==> config.mk <==
export PLATFORM = sky130hd
export DESIGN_NAME = char_lcd_nibble_expander_writer_top
export DESIGN_NICKNAME = d
export VERILOG_FILES = /design/src/clnw_pkg.sv /design/src/clnw_seq.sv /design/src/clnw_dp.sv /design/src/char_lcd_nibble_expander_writer_top.sv
export SDC_FILE = /design/constraint.sdc
export NUM_CORES = 1
export LEC_CHECK = 0
export BUFFER_PORTS_ARGS = -buffer_cell sky130_fd_sc_hd__buf_2
export CORE_MARGIN = 4
export CORE_UTILIZATION = 30
export DETAILED_ROUTE_END_ITERATION = 16
export MAX_ROUTING_LAYER = met4
export SYNTH_ARGS = -nofsm -noshare
export SYNTH_HDL_FRONTEND = slang
export SYNTH_SLANG_ARGS = --single-unit
==> constraint.sdc <==
create_clock -name clk_i -period 3.5 [get_ports clk_i]
set_clock_uncertainty 0.15 [all_clocks]
set_input_delay 0.35 -clock clk_i [delete_from_list [all_inputs] [get_ports clk_i]]
set_output_delay 0.35 -clock clk_i [all_outputs]
set_load 0.01 [all_outputs]
==> src/clnw_pkg.sv <==
// ----------------------------------------------------------------------------
// clnw_pkg
// Types, constants and the microcode table of the LCD nibble expander writer.
// ----------------------------------------------------------------------------
package clnw_pkg;

  localparam int unsigned BYTE_W     = 8;
  localparam int unsigned WAIT_W     = 7;
  localparam int unsigned POS_W      = 3;
  localparam int unsigned RW_POS_W   = 4;
  localparam int unsigned CFG_IDX_W  = 2;
  localparam int unsigned CFG_DATA_W = 4;
  localparam int unsigned STEP_W     = 5;

  localparam logic [RW_POS_W-1:0] BACKLIGHT_POS = 4'd7;
  localparam logic [BYTE_W-1:0]   BACKLIGHT_ON  = 8'h01;

  localparam logic [WAIT_W-1:0] WAIT_US_NONE  = 7'd0;
  localparam logic [WAIT_W-1:0] WAIT_US_SHORT = 7'd1;
  localparam logic [WAIT_W-1:0] WAIT_US_LONG  = 7'd100;

  // reset values of the configuration registers
  localparam logic [POS_W-1:0]    SELECT_POS_RST = 3'd1;
  localparam logic [RW_POS_W-1:0] RW_POS_RST     = 4'd2;
  localparam logic [POS_W-1:0]    STROBE_POS_RST = 3'd3;
  localparam logic [POS_W-1:0]    NIBBLE_POS_RST = 3'd4;

  typedef enum logic [1:0] {
    OP_COMMAND   = 2'd0,
    OP_DATA      = 2'd1,
    OP_BACKLIGHT = 2'd2,
    OP_NIBBLE    = 2'd3
  } op_e;

  typedef enum logic [CFG_IDX_W-1:0] {
    CFG_SELECT_POS = 2'd0,
    CFG_RW_POS     = 2'd1,
    CFG_STROBE_POS = 2'd2,
    CFG_NIBBLE_POS = 2'd3
  } cfg_idx_e;

  // pin addressed by one microcode step
  typedef enum logic [2:0] {
    PIN_SELECT,
    PIN_RW,
    PIN_DATA,
    PIN_STROBE,
    PIN_BACKLIGHT
  } pin_e;

  // level written to that pin
  typedef enum logic [2:0] {
    LVL_ZERO,
    LVL_ONE,
    LVL_IS_DATA,
    LVL_DATA_BIT,
    LVL_BACKLIGHT
  } lvl_e;

  typedef enum logic [1:0] {
    WAIT_NONE,
    WAIT_SHORT,
    WAIT_LONG
  } wait_e;

  typedef enum logic [0:0] {
    JMP_NONE,
    JMP_NO_RW
  } jmp_e;

  typedef struct packed {
    pin_e              pin;
    lvl_e              lvl;
    logic [1:0]        line;     // data line within the nibble
    logic              hi_half;  // take the upper nibble of the value
    wait_e             wait_sel;
    jmp_e              jmp;
    logic [STEP_W-1:0] target;
    logic              last;
  } ctrl_t;

  typedef struct packed {
    op_e              op;
    logic [BYTE_W-1:0] value;
  } in_t;

  typedef struct packed {
    logic [BYTE_W-1:0] expander_byte;
    logic [WAIT_W-1:0] wait_after_us;
    logic              last;
  } out_t;

  // sequencer to datapath
  typedef struct packed {
    logic  fire;
    ctrl_t ctrl;
  } step_t;

  // datapath to sequencer
  typedef struct packed {
    logic slot_free;
    logic rw_absent;
  } dp_status_t;

  // program entry points
  localparam logic [STEP_W-1:0] ENTRY_BYTE      = 5'd0;
  localparam logic [STEP_W-1:0] ENTRY_LOW_NIB   = 5'd9;
  localparam logic [STEP_W-1:0] ENTRY_BACKLIGHT = 5'd16;

  function automatic ctrl_t data_step(logic hi, logic [1:0] line);
    ctrl_t c;
    c = '{pin: PIN_DATA, lvl: LVL_DATA_BIT, line: line, hi_half: hi,
          wait_sel: WAIT_NONE, jmp: JMP_NONE, target: '0, last: 1'b0};
    return c;
  endfunction

  function automatic ctrl_t strobe_step(lvl_e lvl, wait_e w, logic last);
    ctrl_t c;
    c = '{pin: PIN_STROBE, lvl: lvl, line: 2'd0, hi_half: 1'b0,
          wait_sel: w, jmp: JMP_NONE, target: '0, last: last};
    return c;
  endfunction

  // control store: one frame per step
  function automatic ctrl_t ucode(logic [STEP_W-1:0] addr);
    ctrl_t c;
    c = '{pin: PIN_BACKLIGHT, lvl: LVL_BACKLIGHT, line: 2'd0, hi_half: 1'b0,
          wait_sel: WAIT_NONE, jmp: JMP_NONE, target: '0, last: 1'b1};
    case (addr)
      5'd0: c = '{pin: PIN_SELECT, lvl: LVL_IS_DATA, line: 2'd0, hi_half: 1'b0,
                  wait_sel: WAIT_NONE, jmp: JMP_NO_RW, target: 5'd2, last: 1'b0};
      5'd1: c = '{pin: PIN_RW, lvl: LVL_ZERO, line: 2'd0, hi_half: 1'b0,
                  wait_sel: WAIT_NONE, jmp: JMP_NONE, target: '0, last: 1'b0};
      5'd2:  c = data_step(1'b1, 2'd0);
      5'd3:  c = data_step(1'b1, 2'd1);
      5'd4:  c = data_step(1'b1, 2'd2);
      5'd5:  c = data_step(1'b1, 2'd3);
      5'd6:  c = strobe_step(LVL_ZERO, WAIT_SHORT, 1'b0);
      5'd7:  c = strobe_step(LVL_ONE, WAIT_SHORT, 1'b0);
      5'd8:  c = strobe_step(LVL_ZERO, WAIT_LONG, 1'b0);
      5'd9:  c = data_step(1'b0, 2'd0);
      5'd10: c = data_step(1'b0, 2'd1);
      5'd11: c = data_step(1'b0, 2'd2);
      5'd12: c = data_step(1'b0, 2'd3);
      5'd13: c = strobe_step(LVL_ZERO, WAIT_SHORT, 1'b0);
      5'd14: c = strobe_step(LVL_ONE, WAIT_SHORT, 1'b0);
      5'd15: c = strobe_step(LVL_ZERO, WAIT_LONG, 1'b1);
      default: ;  // backlight step and unused addresses
    endcase
    return c;
  endfunction

endpackage

==> src/clnw_seq.sv <==
// ----------------------------------------------------------------------------
// clnw_seq
// Step counter and control store; holds the item being sent.
// ----------------------------------------------------------------------------
module clnw_seq (
  input  logic                clk_i,
  input  logic                rst_ni,
  input  logic                in_valid_i,
  output logic                in_stall_o,
  input  clnw_pkg::in_t       in_data_i,
  input  clnw_pkg::dp_status_t status_i,
  output clnw_pkg::in_t       item_o,
  output clnw_pkg::step_t     step_o
);

  logic                        busy_q, busy_d;
  logic [clnw_pkg::STEP_W-1:0] pc_q, pc_d;
  clnw_pkg::in_t               item_q, item_d;
  clnw_pkg::ctrl_t             ctrl;
  logic                        accept;
  logic                        fire;

  assign ctrl       = clnw_pkg::ucode(pc_q);
  assign in_stall_o = busy_q;
  assign accept     = in_valid_i && !busy_q;
  assign fire       = busy_q && status_i.slot_free;

  always_comb begin
    busy_d = busy_q;
    pc_d   = pc_q;
    item_d = item_q;
    if (accept) begin
      busy_d = 1'b1;
      item_d = in_data_i;
      case (in_data_i.op)
        clnw_pkg::OP_BACKLIGHT: pc_d = clnw_pkg::ENTRY_BACKLIGHT;
        clnw_pkg::OP_NIBBLE:    pc_d = clnw_pkg::ENTRY_LOW_NIB;
        default:                pc_d = clnw_pkg::ENTRY_BYTE;
      endcase
    end else if (fire) begin
      if (ctrl.last) begin
        busy_d = 1'b0;
      end else if (ctrl.jmp == clnw_pkg::JMP_NO_RW && status_i.rw_absent) begin
        pc_d = ctrl.target;
      end else begin
        pc_d = pc_q + {{(clnw_pkg::STEP_W-1){1'b0}}, 1'b1};
      end
    end
  end

  always_ff @(posedge clk_i or negedge rst_ni) begin
    if (!rst_ni) begin
      busy_q <= 1'b0;
      pc_q   <= '0;
    end else begin
      busy_q <= busy_d;
      pc_q   <= pc_d;
    end
  end

  always_ff @(posedge clk_i) begin
    item_q <= item_d;
  end

  assign item_o = item_q;
  assign step_o = '{fire: fire, ctrl: ctrl};

endmodule

==> src/clnw_dp.sv <==
// ----------------------------------------------------------------------------
// clnw_dp
// Pin positions, shadow byte and output frame register.
// ----------------------------------------------------------------------------
module clnw_dp (
  input  logic                             clk_i,
  input  logic                             rst_ni,
  input  logic                             cfg_valid_i,
  input  logic [clnw_pkg::CFG_IDX_W-1:0]   cfg_index_i,
  input  logic [clnw_pkg::CFG_DATA_W-1:0]  cfg_data_i,
  input  clnw_pkg::in_t                    item_i,
  input  clnw_pkg::step_t                  step_i,
  output clnw_pkg::dp_status_t             status_o,
  output logic                             out_valid_o,
  input  logic                             out_stall_i,
  output clnw_pkg::out_t                   out_data_o
);

  logic [clnw_pkg::POS_W-1:0]    sel_pos_q, sel_pos_d;
  logic [clnw_pkg::RW_POS_W-1:0] rw_pos_q, rw_pos_d;
  logic [clnw_pkg::POS_W-1:0]    stb_pos_q, stb_pos_d;
  logic [clnw_pkg::POS_W-1:0]    nib_pos_q, nib_pos_d;
  logic [clnw_pkg::BYTE_W-1:0]   shadow_q, shadow_d;
  logic                          out_valid_q, out_valid_d;
  clnw_pkg::out_t                out_q, out_d;

  logic [clnw_pkg::RW_POS_W-1:0] pin_pos;
  logic                          level;
  logic [3:0]                    nibble;
  logic [clnw_pkg::WAIT_W-1:0]   wait_us;

  // configuration registers
  always_comb begin
    sel_pos_d = sel_pos_q;
    rw_pos_d  = rw_pos_q;
    stb_pos_d = stb_pos_q;
    nib_pos_d = nib_pos_q;
    if (cfg_valid_i) begin
      case (clnw_pkg::cfg_idx_e'(cfg_index_i))
        clnw_pkg::CFG_SELECT_POS: sel_pos_d = cfg_data_i[clnw_pkg::POS_W-1:0];
        clnw_pkg::CFG_RW_POS:     rw_pos_d  = cfg_data_i;
        clnw_pkg::CFG_STROBE_POS: stb_pos_d = cfg_data_i[clnw_pkg::POS_W-1:0];
        clnw_pkg::CFG_NIBBLE_POS: nib_pos_d = cfg_data_i[clnw_pkg::POS_W-1:0];
        default: ;
      endcase
    end
  end

  assign nibble = step_i.ctrl.hi_half ? item_i.value[7:4] : item_i.value[3:0];

  always_comb begin
    case (step_i.ctrl.pin)
      clnw_pkg::PIN_SELECT: pin_pos = {1'b0, sel_pos_q};
      clnw_pkg::PIN_RW:     pin_pos = rw_pos_q;
      clnw_pkg::PIN_DATA:   pin_pos = {1'b0, nib_pos_q} + {2'b00, step_i.ctrl.line};
      clnw_pkg::PIN_STROBE: pin_pos = {1'b0, stb_pos_q};
      default:              pin_pos = clnw_pkg::BACKLIGHT_POS;
    endcase
  end

  always_comb begin
    case (step_i.ctrl.lvl)
      clnw_pkg::LVL_ONE:      level = 1'b1;
      clnw_pkg::LVL_IS_DATA:  level = (item_i.op == clnw_pkg::OP_DATA);
      clnw_pkg::LVL_DATA_BIT: level = nibble[step_i.ctrl.line];
      clnw_pkg::LVL_BACKLIGHT: level = (item_i.value == clnw_pkg::BACKLIGHT_ON);
      default:                level = 1'b0;
    endcase
  end

  always_comb begin
    case (step_i.ctrl.wait_sel)
      clnw_pkg::WAIT_SHORT: wait_us = clnw_pkg::WAIT_US_SHORT;
      clnw_pkg::WAIT_LONG:  wait_us = clnw_pkg::WAIT_US_LONG;
      default:              wait_us = clnw_pkg::WAIT_US_NONE;
    endcase
  end

  always_comb begin
    shadow_d    = shadow_q;
    out_d       = out_q;
    out_valid_d = out_valid_q && out_stall_i;
    if (step_i.fire) begin
      // positions past bit 7 leave the shadow alone but still send a frame
      if (!pin_pos[clnw_pkg::RW_POS_W-1]) begin
        shadow_d[pin_pos[clnw_pkg::POS_W-1:0]] = level;
      end
      out_d       = '{expander_byte: shadow_d, wait_after_us: wait_us,
                      last: step_i.ctrl.last};
      out_valid_d = 1'b1;
    end
  end

  always_ff @(posedge clk_i or negedge rst_ni) begin
    if (!rst_ni) begin
      sel_pos_q   <= clnw_pkg::SELECT_POS_RST;
      rw_pos_q    <= clnw_pkg::RW_POS_RST;
      stb_pos_q   <= clnw_pkg::STROBE_POS_RST;
      nib_pos_q   <= clnw_pkg::NIBBLE_POS_RST;
      shadow_q    <= '0;
      out_valid_q <= 1'b0;
    end else begin
      sel_pos_q   <= sel_pos_d;
      rw_pos_q    <= rw_pos_d;
      stb_pos_q   <= stb_pos_d;
      nib_pos_q   <= nib_pos_d;
      shadow_q    <= shadow_d;
      out_valid_q <= out_valid_d;
    end
  end

  always_ff @(posedge clk_i) begin
    out_q <= out_d;
  end

  assign status_o    = '{slot_free: !out_valid_q || !out_stall_i,
                         rw_absent: rw_pos_q[clnw_pkg::RW_POS_W-1]};
  assign out_valid_o = out_valid_q;
  assign out_data_o  = out_q;

endmodule

==> src/char_lcd_nibble_expander_writer_top.sv <==
// ----------------------------------------------------------------------------
// char_lcd_nibble_expander_writer_top
// Character LCD writer in 4-bit mode through an 8-bit serial pin expander.
// ----------------------------------------------------------------------------
// Each accepted item is played out by a small microcode program, one expander
// frame per step and at most one frame per clock: a command or data byte gives
// 16 frames (15 when the read/write position is 8 or more), a bare nibble 7
// and a backlight change 1. The item is registered when it is accepted, and
// the next item is accepted in the cycle after its last frame has gone into
// the output register; a stall on the output side holds the steps back. The
// step counter walking the control store sets the pace of the frames. Position
// registers are written through the cfg port, which never holds off a transfer,
// and should only be changed while no item is in progress.
module char_lcd_nibble_expander_writer_top (
  input  logic                            clk_i,
  input  logic                            rst_ni,
  input  logic                            cfg_valid_i,
  output logic                            cfg_ready_o,
  input  logic [clnw_pkg::CFG_IDX_W-1:0]  cfg_index_i,
  input  logic [clnw_pkg::CFG_DATA_W-1:0] cfg_data_i,
  input  logic                            in_valid_i,
  output logic                            in_stall_o,
  input  clnw_pkg::in_t                   in_data_i,
  output logic                            out_valid_o,
  input  logic                            out_stall_i,
  output clnw_pkg::out_t                  out_data_o
);

  clnw_pkg::in_t        item;
  clnw_pkg::step_t      step;
  clnw_pkg::dp_status_t status;

  assign cfg_ready_o = 1'b1;

  clnw_seq u_seq (
    .clk_i      (clk_i),
    .rst_ni     (rst_ni),
    .in_valid_i (in_valid_i),
    .in_stall_o (in_stall_o),
    .in_data_i  (in_data_i),
    .status_i   (status),
    .item_o     (item),
    .step_o     (step)
  );

  clnw_dp u_dp (
    .clk_i       (clk_i),
    .rst_ni      (rst_ni),
    .cfg_valid_i (cfg_valid_i),
    .cfg_index_i (cfg_index_i),
    .cfg_data_i  (cfg_data_i),
    .item_i      (item),
    .step_i      (step),
    .status_o    (status),
    .out_valid_o (out_valid_o),
    .out_stall_i (out_stall_i),
    .out_data_o  (out_data_o)
  );

endmodule
# Word level (Yosys, flattened, before mapping)

Cells that the tools add are included.

Add/subtract/negate cells: 2
$lt $le $gt $ge: 3
Equality and inequality tests: 32
Multiplexer cells: 20
Reduce and logical (&&, ||, !) cells: 22

Operators with widths:

| operator            | number |
|---|---|
| $pmux 18 s14        | 1 |
| $eq 5x4->1 const B  | 8 |
| $eq 5x3->1 const B  | 4 |
| $mux 5              | 4 |
| $pmux 4 s4          | 1 |
| $pmux 7 s2          | 1 |
| $eq 3x2->1 const B  | 4 |
| $reduce_and 2->1    | 6 |
| $eq 2x2->1 const B  | 5 |
| $eq 5x2->1 const B  | 2 |
| $pmux 5 s2          | 1 |
| $bwmux 8            | 1 |
| $eq 8x1->1 const B  | 1 |
| $mux 8              | 1 |
| $eq 2x1->1 const B  | 3 |
| $eq 3x1->1 const B  | 2 |
| $mux 1              | 6 |
| $add 5x1->5 const B | 1 |
| $eq 5x1->1 const B  | 1 |
| $logic_and 1x1->1   | 5 |
| $logic_not 5->1     | 1 |
| $add 3x2->4         | 1 |
| $lt 3x4->1 const B  | 1 |
| $mux 4              | 1 |
| other kinds (13)    | 17 |

Bits in registers: 54
Input port bits: 21
Output and inout port bits: 19
Logic and storage cells: 92

# Logic depth before layout (Yosys ltp)

Depth in word-level cells: 11
Gate-level depth with buffers: 12
Gate-level depth less buffers: 11

# By module

Synthesis repeated with hierarchy kept, for this count alone.

Cells, all modules: 229
Area total of the unflattened synthesis: 2801.4 um^2

By module, submodules not included:

| module                              | times used | cells each | area each (um^2) | seq. area each (um^2) |
|---|---|---|---|---|
| clnw_dp                             | 1          | 135        | 1795.5           | 887.1 |
| clnw_seq                            | 1          | 92         | 994.7            | 450.4 |
| char_lcd_nibble_expander_writer_top | 1          | 2          | 11.3             | 0.0 |

# Least setup slack after synthesis

Ideal clock, no wire load.

Path type: register to register
Start: reg u_seq.pc_q[0] in the netlist's numbering
End: reg u_dp.out_q, in the netlist u_dp.out_data_o[11] (data pin)
Setup time: 0.260 ns
Arrival time: 2.997 ns
Data required time: 3.090 ns
Slack: 0.093 ns
Cell stages (with the launch flop): 12
Path buffers: 1
Clock period less this slack: 3.407 ns
Cell sequence: dfrtp_1 -> inv_1 -> ha_1 -> buf_6 -> mux4_2 -> and2_4 -> ha_1 -> inv_1 -> fa_1 -> o211a_2 -> nor4_1 -> mux2_2

Longest elaborated chain between the ends: 11
Elaborated cells on any way between the ends: 40
Those cells by class: add/sub (1); order compare (2); eq/ne (22); mux (10); reduce/logical (5)

Ends and longest elaborated chain:

| what                                                           | line            | RTL |
|---|---|---|
| start, declared                                                | clnw_seq.sv:17  | `logic [clnw_pkg::STEP_W-1:0] pc_q, pc_d;` |
| start signal, assigned                                         | clnw_seq.sv:57  | `pc_q <= pc_d;` |
| $eq 5x3->1 or $eq 5x4->1 (tied branches)                       | clnw_pkg.sv:129 | `case (addr)` |
| $reduce_or 2->1 (no source line)                               | -               |  |
| $pmux 18 s14 *                                                 | clnw_pkg.sv:129 |  |
| $add 3x2->4, or another cell as far along                      | clnw_dp.sv:55   | `clnw_pkg::PIN_DATA: pin_pos = {1'b0, nib_pos_q} + {2'b00, step_i.ctrl.line};` |
| $pmux 4 s4                                                     | clnw_dp.sv:52   | `case (step_i.ctrl.pin)` |
| $lt 3x4->1 (implied by the code) or $ge 3x1->1 (tied branches) | clnw_dp.sv:86   | `shadow_d[pin_pos[clnw_pkg::POS_W-1:0]] = level;` |
| $logic_and 1x1->1 (implied by the code)                        | clnw_dp.sv:86   |  |
| $mux 1 (implied by the code)                                   | clnw_dp.sv:86   |  |
| $demux 1 s3                                                    | -               |  |
| $bwmux 8                                                       | clnw_dp.sv:86   |  |
| $mux 8 *                                                       | clnw_dp.sv:85   | `if (!pin_pos[clnw_pkg::RW_POS_W-1]) begin` |
| end signal, assigned                                           | clnw_dp.sv:113  | `out_q <= out_d;` |
| end, declared                                                  | clnw_dp.sv:25   | `clnw_pkg::out_t out_q, out_d;` |

Every way passes the cells marked *; elsewhere a longest branch is shown, timed or not. The select of a mux whose other input is x is not followed.
A chain may end at the register's enable or synchronous reset.

# Worst setup path after layout

Start: reg u_seq.pc_q[1] in the netlist's numbering
End: reg u_dp.out_q, in the netlist u_dp.out_data_o[10] (data pin)

The elaborated chain is that of the path after synthesis.

==> flow_summary.json <==
{
  "tightest_slew_ns": 0.691,
  "layout.nets": 311,
  "postPlaceCellArea_um2": 3140,
  "slew_headroom_pct": 53.8,
  "post_synth_num_cell_types": 60,
  "clkSinkCount": 49,
  "seq_area_um2": 1340,
  "multi_input_area_um2": 1440,
  "rr_worst_depth": 10,
  "cts_buffers": 5,
  "dp_hpwl_um": 4350,
  "area_growth_syn_to_layout_pct": 19.4,
  "fin_crit_sh_pct": 96.3,
  "antenna_found_initial": 0,
  "yosys.area.top_type_share_pct": 22.3,
  "ant_nets": 0,
  "ys_seq_area_share_pct": 47.4,
  "dp_cells": 382,
  "drive_gt1_share_pct": 42.8,
  "wire_per_inst_um": 15.1,
  "r2r-start": "u_seq.pc_q[1]",
  "min_from": "in_data_i[0]",
  "grt_max_degree": 29,
  "crit_required_ns": 3.41,
  "globalplace.congestion": 0.829,
  "finalHoldViolations": 0,
  "ys_warn_count": 0,
  "fin_crit_ns": 3.37,
  "num_vias": 2043,
  "initial_core_util_pct": 30.7,
  "drc": 0,
  "root_buffer": "clkbuf_8",
  "grt_pass1_vias": 2021,
  "synthCells": 238,
  "hold_class": "primary input to flop",
  "p_int_mw": 2.01,
  "maxCapViolCount": 0,
  "cp_max_fo": 8,
  "htreeDepth": 2,
  "power_density_nw_per_um2": 1040,
  "portBuffers": 35,
  "critPathLaunchType": "flop",
  "crit_arrival_ns": 3.28,
  "vias_per_cell": 5.19,
  "die_w_um": 105,
  "pwr-share-clk_pct": 12.0,
  "synth_edf_count": 21,
  "firstDrtPassIters": 4,
  "outcome": "completed",
  "ir_drop_mv": 0.339,
  "r2r_slack_ns": 0.13,
  "grt_util_all_layers_pct": 11.2,
  "max-clock-path-buffers": 2,
  "drt-total-wl_um": 5970,
  "die_area_um2": 11000,
  "swShare_pct": 42.5,
  "clock_latency_ns": 0.30,
  "drv_slew": 0,
  "synth_top_flop_cell": "dfrtp_1",
  "comb_power_share_pct": 60.6,
  "overflow": 0,
  "critPathCaptureType": "flop",
  "drt_iter0_drc": 97,
  "rows": 35,
  "postSynthAreaPerCell_um2": 11.9,
  "hold_end": "u_seq.item_o[0]",
  "r2r-end": "u_dp.out_data_o[10]",
  "synth_top_area_cell": "edfxtp_1",
  "async_flop_share_pct": 57.1,
  "fillers": 902,
  "ios": 40,
  "fin_area_um2": 3370,
  "final_common_cell": "buf_2",
  "max_clock_freq_ghz": 0.297,
  "final_cells": 394,
  "synthesis.area_um2": 2820,
  "seqPwrFrac_pct": 27.4,
  "synth_area_leaders": "edfxtp_1, dfrtp_1, mux2_2",
  "final_cell_mix": "buf_2, mux2_2, dfrtp_1",
  "antennaDiodeCount": 0,
  "hold_depth": 1,
  "grt_pass1_wl_um": 9800,
  "setup_viol": 0,
  "worstSetupPathType": "flop to flop",
  "p_switching_mw": 1.48,
  "synth_seq_cells": 49,
  "cellLeakagePower_nw": 1.35,
  "die_h_um": 105,
  "clk_pin_slew_worst_paths_ns": 0.09,
  "core_um2": 9200,
  "cts_tree": "yes"
}
[layout make-up]
type | instances | share of cell area [%]
Clock buffer | 7 | 2.56
Tap cell | 111 | 4.12
Sequential cell | 49 | 39.7
Multi-Input combinational cell | 167 | 42.9
Timing Repair Buffer | 52 | 9.06
Clock inverter | 1 | 0.891
Inverter | 7 | 0.780
[synth_stat cells (all sizes together) (2+ instances only)]
cell and number:
or2 2, and2 2, a31oi 3, a21o 4
nor4 18, mux2 33, inv 7, o21ai 12
nand3b 3, nand2b 6, nor4b 2, nor3b 4
o22ai 2, clkbuf 5, a211oi 3, nand3 4
mux4 3, a22o 2, buf 12, conb 2
o211a 3, nor2b 3, edfxtp 21, and3 2
ha 7, dfrtp 23, nor2 5, nand2 12
dfstp 5, o21a 2, a21oi 6, o211ai 4
[timing repair]
action	4_1_cts	5_1_grt
buffers inserted	0	3
hold buffers	1	0
hold endpoints to repair	23	0
gates resized for setup	0	15
setup endpoints to repair	0	16
[power by group through the flow]
stage                     clock [mW]  combinational [mW]  sequential [mW]
final                          0.418                2.12            0.956
after global routing           0.454                2.30            0.983
after CTS                      0.435                1.84            0.961
after floorplan                    0                1.38            0.973
after global placement             0                1.81            0.967
after detailed placement           0                1.83            0.974
[state kept, by name (all words and copies together), names as in the netlist]
signal and flops:
u_seq.item_o 10, u_dp.rw_pos_q 4, u_seq.in_stall_o 1, u_dp.shadow_q 8, u_seq.pc_q 5, u_dp.sel_pos_q 3
u_dp.out_valid_o 1, u_dp.nib_pos_q 3, u_dp.stb_pos_q 3, u_dp.out_data_o 11
[critical path: stages (launching register included)]
cell and delay [ns]:
dfrtp_1 0.41, inv_1 0.08, ha_1 0.23, mux4_2 0.45, and2_4 0.19, ha_1 0.19
inv_1 0.07, fa_1 0.45, o211a_4 0.30, nor4_2 0.24, mux2_2 0.36
[stage by stage]
stage                     utilization (%)  total power, mW  TNS (ns)  hold WS [ns]  worst slack (ns)
after floorplan                         -             2.35         0       -0.0956            0.0931
after global routing                 36.6             3.74   -0.0673        0.0524           -0.0238
after detailed placement             34.1             2.80         0         0.285            0.0518
after global placement               34.1             2.78         0         0.280            0.0933
after CTS                            35.5             3.23         0        0.0564            0.0428
final                                36.6             3.49         0        0.0691             0.129
[how the worst max path moves through the flow]
| stage | slack (ns) | from | end | cells after the start |
|---|---|---|---|---|
| after floorplan | 0.09 | u_seq.pc_q[0] | u_dp.out_data_o[11] | 11 |
| after global placement | 0.09 | u_seq.pc_q[0] | u_dp.out_data_o[11] | 10 |
| after detailed placement | 0.05 | u_seq.pc_q[0] | u_dp.out_data_o[15] | 10 |
| after CTS | 0.04 | u_seq.pc_q[1] | u_dp.out_data_o[11] | 10 |
| after global routing | -0.02 | u_seq.pc_q[1] | u_dp.out_data_o[10] | 10 |
| final | 0.13 | u_seq.pc_q[1] | u_dp.out_data_o[10] | 10 |
[kinds of logic after synthesis]
| kind of cell | after synthesis | share of synthesized area (%) |
|---|---|---|
| xor+xnor | 1 | 0.310 |
| other cells | 2 | 0.266 |
| compound gates | 49 | 12.8 |
| flops | 49 | 47.4 |
| mux | 37 | 16.0 |
| simple gates | 68 | 14.7 |
| buf+inv | 24 | 4.70 |
| fa+ha+maj | 8 | 3.81 |
[layer usage]
metal	track usage, %	up-vias	routed length (um)
li1	-	988	-
met1	14.3	1005	2810
met2	17.9	40	2900
met3	2.59	10	197
met4	2.91	0	60
met5	-	-	0
Note: power is estimated with default switching activity, not from simulation.
